[src/rtl/isel_pkg.sv]
// Package with the constants and transaction types of the interval scheduling selector.
package isel_pkg;

  localparam int MAX_ITEMS  = 64;
  localparam int ADDR_W     = $clog2(MAX_ITEMS);
  localparam int CNT_W      = $clog2(MAX_ITEMS + 1);
  localparam int RESULT_CAP = 64;
  localparam int NSEL_W     = $clog2(RESULT_CAP + 1);
  localparam int START_W    = 16;
  localparam int RUN_W      = 16;
  localparam int END_W      = 17;
  localparam int INDEX_W    = 6;

  typedef struct packed {
    logic [START_W-1:0] start_time;
    logic [RUN_W-1:0]   run_length;
    logic               is_final;
  } item_t;

  typedef struct packed {
    logic [START_W-1:0] sel_start;
    logic [END_W-1:0]   sel_end;
    logic [INDEX_W-1:0] sel_index;
    logic               last_result;
    logic               overflowed;
  } result_t;

  typedef struct packed {
    logic [START_W-1:0] start;
    logic [END_W-1:0]   finish;
  } entry_t;

endpackage

[src/rtl/isel_out_reg.sv]
// Output register that holds one result transaction until the receiver takes it.
module isel_out_reg (
  input  logic              clk,
  input  logic              rst,
  input  logic              push,
  input  isel_pkg::result_t push_data,
  output logic              free,
  output logic              result_valid,
  input  logic              result_stall,
  output isel_pkg::result_t result
);
  import isel_pkg::*;

  assign free = !result_valid || !result_stall;

  always_ff @(posedge clk) begin
    if (rst) begin
      result_valid <= 1'b0;
    end else if (push) begin
      result_valid <= 1'b1;
    end else if (!result_stall) begin
      result_valid <= 1'b0;
    end
  end

  always_ff @(posedge clk) begin
    if (push) begin
      result <= push_data;
    end
  end

endmodule

[src/rtl/interval_scheduling_selector_top.sv]
// Interval scheduling selector: sorted interval store and greedy earliest-finish selection.
// An interval is taken in the idle state; the shift state then moves up, one per step, each
// stored entry with a later end, in an insertion loop over the store's read and write ports.
// A final transaction then scans the store with a read state and an evaluate state per
// stored interval, then a read state that detects the end and a flush state; results leave
// through an output register, one per cycle at most.
// Reset is synchronous; the store contents are not cleared and need no clearing pass.
module interval_scheduling_selector_top (
  input  logic              clk,
  input  logic              rst,
  input  logic              item_valid,
  output logic              item_stall,
  input  isel_pkg::item_t   item,
  output logic              result_valid,
  input  logic              result_stall,
  output isel_pkg::result_t result
);
  import isel_pkg::*;

  localparam logic [2:0] S_IDLE   = 3'd0;
  localparam logic [2:0] S_SHIFT  = 3'd1;
  localparam logic [2:0] S_SEL_RD = 3'd2;
  localparam logic [2:0] S_SEL_EV = 3'd3;
  localparam logic [2:0] S_FLUSH  = 3'd4;

  entry_t mem [MAX_ITEMS];
  entry_t rd_data;
  entry_t wr_data;
  logic   rd_en;
  logic   wr_en;
  logic [ADDR_W-1:0] rd_addr;
  logic [ADDR_W-1:0] wr_addr;

  logic [2:0]        state, state_next;
  logic [CNT_W-1:0]  count, count_next;
  logic              ovf, ovf_next;
  logic [END_W-1:0]  last_end, last_end_next;
  logic [ADDR_W-1:0] pos, pos_next;
  logic [CNT_W-1:0]  scan, scan_next;
  logic [NSEL_W-1:0] nsel, nsel_next;
  entry_t            new_ent, new_ent_next;
  logic              fin, fin_next;
  result_t           pend, pend_next;
  logic              pend_v, pend_v_next;

  logic              push;
  result_t           push_data;
  logic              free;
  logic [END_W-1:0]  item_end;

  assign item_end = {1'b0, item.start_time} + {1'b0, item.run_length};

  always_ff @(posedge clk) begin
    if (wr_en) begin
      mem[wr_addr] <= wr_data;
    end
    if (rd_en) begin
      rd_data <= mem[rd_addr];
    end
  end

  always_comb begin
    state_next    = state;
    count_next    = count;
    ovf_next      = ovf;
    last_end_next = last_end;
    pos_next      = pos;
    scan_next     = scan;
    nsel_next     = nsel;
    new_ent_next  = new_ent;
    fin_next      = fin;
    pend_next     = pend;
    pend_v_next   = pend_v;
    rd_en         = 1'b0;
    rd_addr       = '0;
    wr_en         = 1'b0;
    wr_addr       = pos;
    wr_data       = new_ent;
    push          = 1'b0;
    push_data     = pend;
    item_stall    = (state != S_IDLE);
    unique case (state)
      S_IDLE: begin
        if (item_valid) begin
          if (count < CNT_W'(MAX_ITEMS)) begin
            new_ent_next = '{start: item.start_time, finish: item_end};
            pos_next     = count[ADDR_W-1:0];
            fin_next     = item.is_final;
            rd_en        = 1'b1;
            rd_addr      = count[ADDR_W-1:0] - ADDR_W'(1);
            state_next   = S_SHIFT;
          end else begin
            ovf_next = 1'b1;
            if (item.is_final) begin
              scan_next  = '0;
              nsel_next  = '0;
              state_next = S_SEL_RD;
            end
          end
        end
      end
      S_SHIFT: begin
        wr_en = 1'b1;
        if (pos == '0 || !(rd_data.finish > new_ent.finish)) begin
          count_next = count + CNT_W'(1);
          if (fin) begin
            scan_next  = '0;
            nsel_next  = '0;
            state_next = S_SEL_RD;
          end else begin
            state_next = S_IDLE;
          end
        end else begin
          wr_data  = rd_data;
          pos_next = pos - ADDR_W'(1);
          rd_en    = 1'b1;
          rd_addr  = pos - ADDR_W'(2);
        end
      end
      S_SEL_RD: begin
        if (scan == count) begin
          state_next = S_FLUSH;
        end else begin
          rd_en      = 1'b1;
          rd_addr    = scan[ADDR_W-1:0];
          scan_next  = scan + CNT_W'(1);
          state_next = S_SEL_EV;
        end
      end
      S_SEL_EV: begin
        if (nsel == '0 || {1'b0, rd_data.start} >= last_end) begin
          if (!pend_v || free) begin
            push          = pend_v;
            pend_next     = '{sel_start: rd_data.start, sel_end: rd_data.finish,
                              sel_index: nsel[INDEX_W-1:0], last_result: 1'b0,
                              overflowed: ovf};
            pend_v_next   = 1'b1;
            nsel_next     = nsel + NSEL_W'(1);
            last_end_next = rd_data.finish;
            state_next    = (nsel == NSEL_W'(RESULT_CAP - 1)) ? S_FLUSH : S_SEL_RD;
          end
        end else begin
          state_next = S_SEL_RD;
        end
      end
      S_FLUSH: begin
        if (!pend_v || free) begin
          push                  = pend_v;
          push_data.last_result = 1'b1;
          pend_v_next           = 1'b0;
          count_next            = '0;
          ovf_next              = 1'b0;
          state_next            = S_IDLE;
        end
      end
      default: begin
        state_next = S_IDLE;
      end
    endcase
  end

  always_ff @(posedge clk) begin
    if (rst) begin
      state    <= S_IDLE;
      count    <= '0;
      ovf      <= 1'b0;
      last_end <= '0;
      pend_v   <= 1'b0;
      scan     <= '0;
      nsel     <= '0;
    end else begin
      state    <= state_next;
      count    <= count_next;
      ovf      <= ovf_next;
      last_end <= last_end_next;
      pend_v   <= pend_v_next;
      scan     <= scan_next;
      nsel     <= nsel_next;
    end
  end

  always_ff @(posedge clk) begin
    pos     <= pos_next;
    new_ent <= new_ent_next;
    fin     <= fin_next;
    pend    <= pend_next;
  end

  isel_out_reg u_out_reg (
    .clk          (clk),
    .rst          (rst),
    .push         (push),
    .push_data    (push_data),
    .free         (free),
    .result_valid (result_valid),
    .result_stall (result_stall),
    .result       (result)
  );

endmodule
[config.mk]
export PLATFORM = sky130hd
export DESIGN_NAME = interval_scheduling_selector_top
export DESIGN_NICKNAME = d
export VERILOG_FILES = /design/src/rtl/isel_pkg.sv /design/src/rtl/isel_out_reg.sv /design/src/rtl/interval_scheduling_selector_top.sv
export SDC_FILE = /design/constraint.sdc
export NUM_CORES = 2
export LEC_CHECK = 0
export BUFFER_PORTS_ARGS = -buffer_cell sky130_fd_sc_hd__clkbuf_2
export CAP_MARGIN = 20
export CORE_AREA = 2 2 343 684
export CTS_CLUSTER_DIAMETER = 100
export DETAILED_ROUTE_END_ITERATION = 10
export DIE_AREA = 0 0 345 686
export GPL_ROUTABILITY_DRIVEN = 0
export SLEW_MARGIN = 0
export SYNTH_ARGS = -nofsm -noshare
export SYNTH_HDL_FRONTEND = slang
export SYNTH_SLANG_ARGS = --single-unit
[constraint.sdc]
create_clock -name clk -period 6.2 [get_ports clk]
set_clock_uncertainty 0.05 [all_clocks]
set_input_delay 0.93 -clock clk [delete_from_list [all_inputs] [get_ports clk]]
set_output_delay 0.93 -clock clk [all_outputs]
set_load 0.02 [all_outputs]
# Yosys cells after proc, flatten, opt, wreduce, memory -nomap -nowiden

Memory sizes are Yosys's and may differ from the RTL's. A register that Yosys moved wholly into a read port is not among the register bits.
Index checks and enable logic that the tools add are counted.
Widths: inputs -> output; s select.

Mux-type cells: 56
Reduce and logical (&&, ||, !) cells: 27
Eq/ne operators: 20
Add/subtract/negate cells: 7
Order comparisons: 3

Operator list:

| operator            | number |
|---|---|
| $mux 7              | 10 |
| $mux 33             | 2 |
| $mux 6              | 7 |
| $pmux 7 s3          | 2 |
| $mux 3              | 9 |
| $ne 2x2->1 const B  | 11 |
| $add 7x1->7 const B | 3 |
| $pmux 6 s3          | 1 |
| $add 16x16->17      | 1 |
| $ge 16x17->1        | 1 |
| $gt 17x17->1        | 1 |
| $mux 1              | 17 |
| $pmux 3 s5          | 1 |
| $pmux 7 s2          | 1 |
| $pmux 6 s2          | 1 |
| $reduce_and 4->1    | 3 |
| $sub 6x1->6 const B | 2 |
| $reduce_and 3->1    | 3 |
| $reduce_bool 3->1   | 3 |
| $reduce_and 8->1    | 1 |
| $reduce_bool 2->1   | 4 |
| $eq 7x6->1 const B  | 1 |
| $eq 7x7->1          | 1 |
| $logic_not 7->1     | 1 |
| 16 further kinds    | 26 |

Bits in registers: 165
Bits of input ports: 37
Memories: 1
Logic and storage cells: 135
Bits in writable memories: 2112

Memory list:

| memory | depth | bits a word | rd ports | clocked after memory_dff | write ports | line                                   | text |
|---|---|---|---|---|---|---|---|
| mem    | 64    | 33          | 1        | 1                        | 1           | interval_scheduling_selector_top.sv:26 | `entry_t mem [MAX_ITEMS];` |

# Depth between registers and ports, before layout

Word-level depth: 7
Depth in mapped cells: 16
Depth with buffers taken out: 13

# By module

Synthesis repeated with hierarchy kept, for this count alone.

Cell total of the unflattened synthesis: 6727
Area, all modules: 91826.8 µm²

By module, submodules not included:

| module                           | instances | cells each | area an instance (µm²) |
|---|---|---|---|
| interval_scheduling_selector_top | 1         | 6682       | 90563.1 |
| isel_out_reg                     | 1         | 45         | 1263.7 |

# Least setup slack after synthesis

Ideal clock, no wire load.

Path kind: flip-flop to flip-flop
Start: reg, netlist name rd_data[2]
End: mem mem[0][1] (netlist bit), data pin
Path slack: 0.803 ns
Library setup time: 0.702 ns
Buffers on the path: 2
Stages on the path, launching flop included: 9
Arrival time: 4.645 ns
Period minus slack after synthesis: 5.397 ns
Cells stage by stage: edfxtp_1 -> ha_1 -> a211o_1 -> a221o_1 -> a21oi_1 -> a211oi_2 -> clkbuf_1 -> clkbuf_1 -> o21ai_0

RTL lines:

| element       | line |
|---|---|
| end, declared | interval_scheduling_selector_top.sv:26 |

# Worst setup path in the final report

Start: reg, netlist name rd_data[1]
End: reg, netlist name rd_data[10]

Cells in the longest elaborated chain, start to end: 5
Elaborated cells on any way between the ends: 7

Ends and longest elaborated chain:

| element                                         | line                                    | text |
|---|---|---|
| $gt 17x17->1 (*)                                | interval_scheduling_selector_top.sv:104 | `if (pos == '0 \|\| !(rd_data.finish > new_ent.finish)) begin` |
| $logic_not 1->1 (*)                             | interval_scheduling_selector_top.sv:104 |  |
| $logic_or 1x1->1 (*)                            | interval_scheduling_selector_top.sv:104 |  |
| $mux 6 / $mux 1 (equally long branches)         | interval_scheduling_selector_top.sv:104 |  |
| $pmux 6 s3 / $pmux 1 s3 (equally long branches) | interval_scheduling_selector_top.sv:82  | `unique case (state)` |

Mark *: on every way between the ends. The rest lies on a longest branch, timed or not.
A chain may end at the register's enable or synchronous reset.

==> flow_summary.yaml <==
run_status:
  status: "completed"
worst_setup_path:
  r2r-start: "rd_data[1]$_DFFE_PP_"
  critPathCapture: "rd_data[10]$_DFFE_PP_"
  criticalPathCategory: "register to register"
  r2r_end: "rd_data[10]$_DFFE_PP_"
  r2r_slack_ps: 120
  crit_top_cell: "buf_4"
  slowest_delay_ps: 850
  cp.required_ps: 6680
  endpoint_kind: "register"
  crit_path_top_delay_cell: "and2_4"
  critPathLaunchType: "register"
  startpoint: "rd_data[1]$_DFFE_PP_"
  crit_chain: "ha_1, and4_1, a221o_1, a21oi_1, a211o_4, and2_4, buf_12, buf_4, nand2_1, and3_1, a311oi_1, o41ai_1, buf_4, nand4b_1"
  reg2regPathDepth: 14
  crit_fanout: 56
  arrival_ps: 6560
synth:
  synth_fp_nets: 6493
  synth_enable_flop_cells: 2266
  ys.flop_type: "edfxtp_1"
  seq_area_frac_synth_pct: 74.9
  synth_area_sq_um: 92100
  ys_warn_count: 0
  avgSynthCellArea_sq_um: 14.4
  synthCells: 6395
  ys_ff_latch: 2310
  synth-async-reset-ratio_pct: 0
  ys_types: 65
sta:
  worst_pin_slew_ps: 1240
  layout_min_cycle_time_ps: 6080
  setup_viol: 0
  fin_ws_ps: 116
  final-hold-violation-count: 0
  timing.fmax_mhz: 164
  rsz0062_at_grt: "no"
  period_share_pct: 98.1
  drv_slew: 0
  max-slew-margin-rel_pct: 17.4
placed_design:
  portBuffers: 79
  post_dp_cell_area_sq_um: 98300
  pre_cts_ws_ps: -88.2
  hpwlAfterDp_microns: 171000
  dp_cells: 9366
grt:
  grt.met1_usage_pct: 25.2
  grt-ovfl-total: 0
  grtUsageTotal_pct: 23.0
  grt_max_degree: 120
  grt_first_pass_wirelength_microns: 399000
  antenna_found_initial: 17
  grt_pass1_vias: 57100
  grt.busiest_layer: "met2"
  grt_use_met3_pct: 2.45
  grtUsageMet2_pct: 42.3
clock_tree:
  cts_resized: 0
  clockRootBuffer: "clkbuf_16"
  clock_sinks: 2310
  clock_path_buffers: 4
  htree_levels: 4
  cts_tree: "yes"
  path_clk_slew_ps: 70
  clk_latency_ps: 850
  cts_buffers: 192
  holdBufCountCts: 0
die:
  fp.dieW_microns: 345
  rows: 250
  coreArea_sq_um: 231000
  die-area_sq_um: 237000
  num_io_pins: 80
  start_util_pct: 39.8
  die_h_microns: 686
power_and_ir_drop:
  pwr-share-comb_pct: 35.9
  switchingPower_w: 0.0188
  total_power_w: 0.0499
  power_density_nw_per_um2: 477
  p_int_w: 0.0311
  p_sw_share_pct: 37.8
  pwr-share-clk_pct: 24.7
  leakage_nw: 34.9
  vdd_drop_max_mv: 0.385
  p_seq_share_pct: 39.4
final_layout:
  drive_gt1_share_pct: 12.9
  syn_to_final_growth_pct: 13.5
  finalNetCount: 6636
  stdcell_count: 9713
  stdcell_area_sq_um: 105000
route:
  avgRoutedWirePerCell_microns: 28.7
  drtPass1Iterations: 7
  routed_wl_microns: 279000
  vias_per_cell: 5.93
  drc_errors: 0
  ant_nets: 0
  vias: 57600
  drt_iter0_markers: 5454
flow_run:
  max-cap-violations: 0
hold_path:
  hp-start: "item[17]"
  hold_class: "input pin to register"
## repair_timing
item / CTS / global route
buffers inserted: 2 / 0
hold endpoints to repair: 0 / 0
endpoints found under the setup margin: 1 / 0
## cells in the final DEF (no fill, tap or decap), types with 53 or more instances in the layout
master     Yosys  layout
nor2_4         0      67
clkbuf_16      0     200
and3_1       467     467
a211oi_1     394     394
o21ai_0       69      53
nand3_1       86      86
nand2_1     1428    1423
ha_1          60      60
mux2i_1       85      85
o41ai_1       99      90
a311oi_1     365     365
buf_4          7     294
inv_1         64      64
clkbuf_2       0      79
nor2_1       135      68
edfxtp_1    2266    2266
a31oi_1       71      70
## registers in the layout, indices dropped and copies added (netlist names), 6 cells and up
signal	flops
nsel	7
pos	6
rd_data	33
scan	7
pend	40
mem	2112
u_out_reg.result	41
last_end	17
count	7
new_ent	33
## cells by family after synthesis
group	count (synthesis)	share of synthesized area, %
xor+xnor	43	0.409
flops	2310	74.9
mux	102	1.13
simple gates	2206	10.7
compound gates	1140	9.72
fa+ha+maj	61	0.837
buf+inv	533	2.32
## cells in the mapped netlist (6+ instances only)
| library cell | count | area share, % |
|---|---|---|
| a32oi_1 | 33 | 0.31 |
| buf_2 | 84 | 0.46 |
| a31oi_1 | 71 | 0.48 |
| a211oi_1 | 394 | 3.2 |
| ha_1 | 60 | 0.82 |
| a311oi_1 | 365 | 3.5 |
| buf_4 | 7 | 0.057 |
| a31o_2 | 34 | 0.32 |
| nor2_1 | 135 | 0.55 |
| nand2b_1 | 8 | 0.054 |
| nand3_1 | 86 | 0.47 |
| nand4b_1 | 32 | 0.30 |
| inv_1 | 64 | 0.26 |
| xor2_1 | 22 | 0.21 |
| o21ai_0 | 69 | 0.38 |
| nor3_1 | 15 | 0.082 |
| xnor2_1 | 21 | 0.20 |
| mux2_2 | 17 | 0.21 |
| dfxtp_1 | 44 | 0.96 |
| nand2_1 | 1428 | 5.8 |
| o41ai_1 | 99 | 0.94 |
| edfxtp_1 | 2266 | 74 |
| and3_1 | 467 | 3.2 |
| mux2i_1 | 85 | 0.92 |
| a21o_1 | 6 | 0.049 |
| clkbuf_1 | 338 | 1.4 |
| buf_1 | 39 | 0.16 |
| a21oi_1 | 26 | 0.14 |
## final cells by class
cell class	instances	area [sq um]
flip-flops and latches	2310	68900
well taps	3024	3780
clock buffers	239	5160
repair buffers	418	3500
fillers	20000	127000
multi-input cells	3552	21900
inverters	64	240
diodes	7	17.5
clock inverters	99	1010
## metrics by stage
step | hold slack [ps] | utilization (%) | TNS, ps
after global routing | 233 | 45.1 | 0
after CTS | 202 | 45.1 | 0
after global placement | 351 | 42.5 | -639
after detailed placement | 355 | 42.5 | -88.2
final | 244 | 45.2 | 0
after floorplan | 350 | - | 0
## how the worst min path moves through the flow
stage | end | depth (start not counted)
floorplan | u_out_reg.result[0]$_DFFE_PP_ | 0
global placement | u_out_reg.result[34]$_DFFE_PP_ | 0
detailed placement | u_out_reg.result[32]$_DFFE_PP_ | 0
CTS | new_ent[17]$_DFFE_PP_ | 1
global route | new_ent[17]$_DFFE_PP_ | 1
finish | new_ent[17]$_DFFE_PP_ | 1
## metal layers
metal | vias to the layer above | share of wire [%]
li1 | 25000 | -
met1 | 29600 | 35
met2 | 2275 | 53
met3 | 687 | 5.6
met4 | 8 | 7.1
met5 | - | 0.021
## power groups by stage
stage / Clock, W / Sequential, W / Combinational [W]
6_report: 0.0123 / 0.0197 / 0.0179
4_1_cts: 0.0124 / 0.0197 / 0.0178
3_5_place_dp: 0 / 0.0200 / 0.0178
5_1_grt: 0.0129 / 0.0197 / 0.0189
2_1_floorplan: 0 / 0.0199 / 0.00975
3_3_place_gp: 0 / 0.0200 / 0.0176
## worst max-delay path, delay by kind of cell (launching register included)
kind | cells | cell delay, ps
simple gates | 5 | 1900
compound gates | 5 | 1890
buf+inv | 3 | 890
flops | 1 | 530
fa+ha+maj | 1 | 340
No activity file was read; power rests on OpenSTA's default activity.
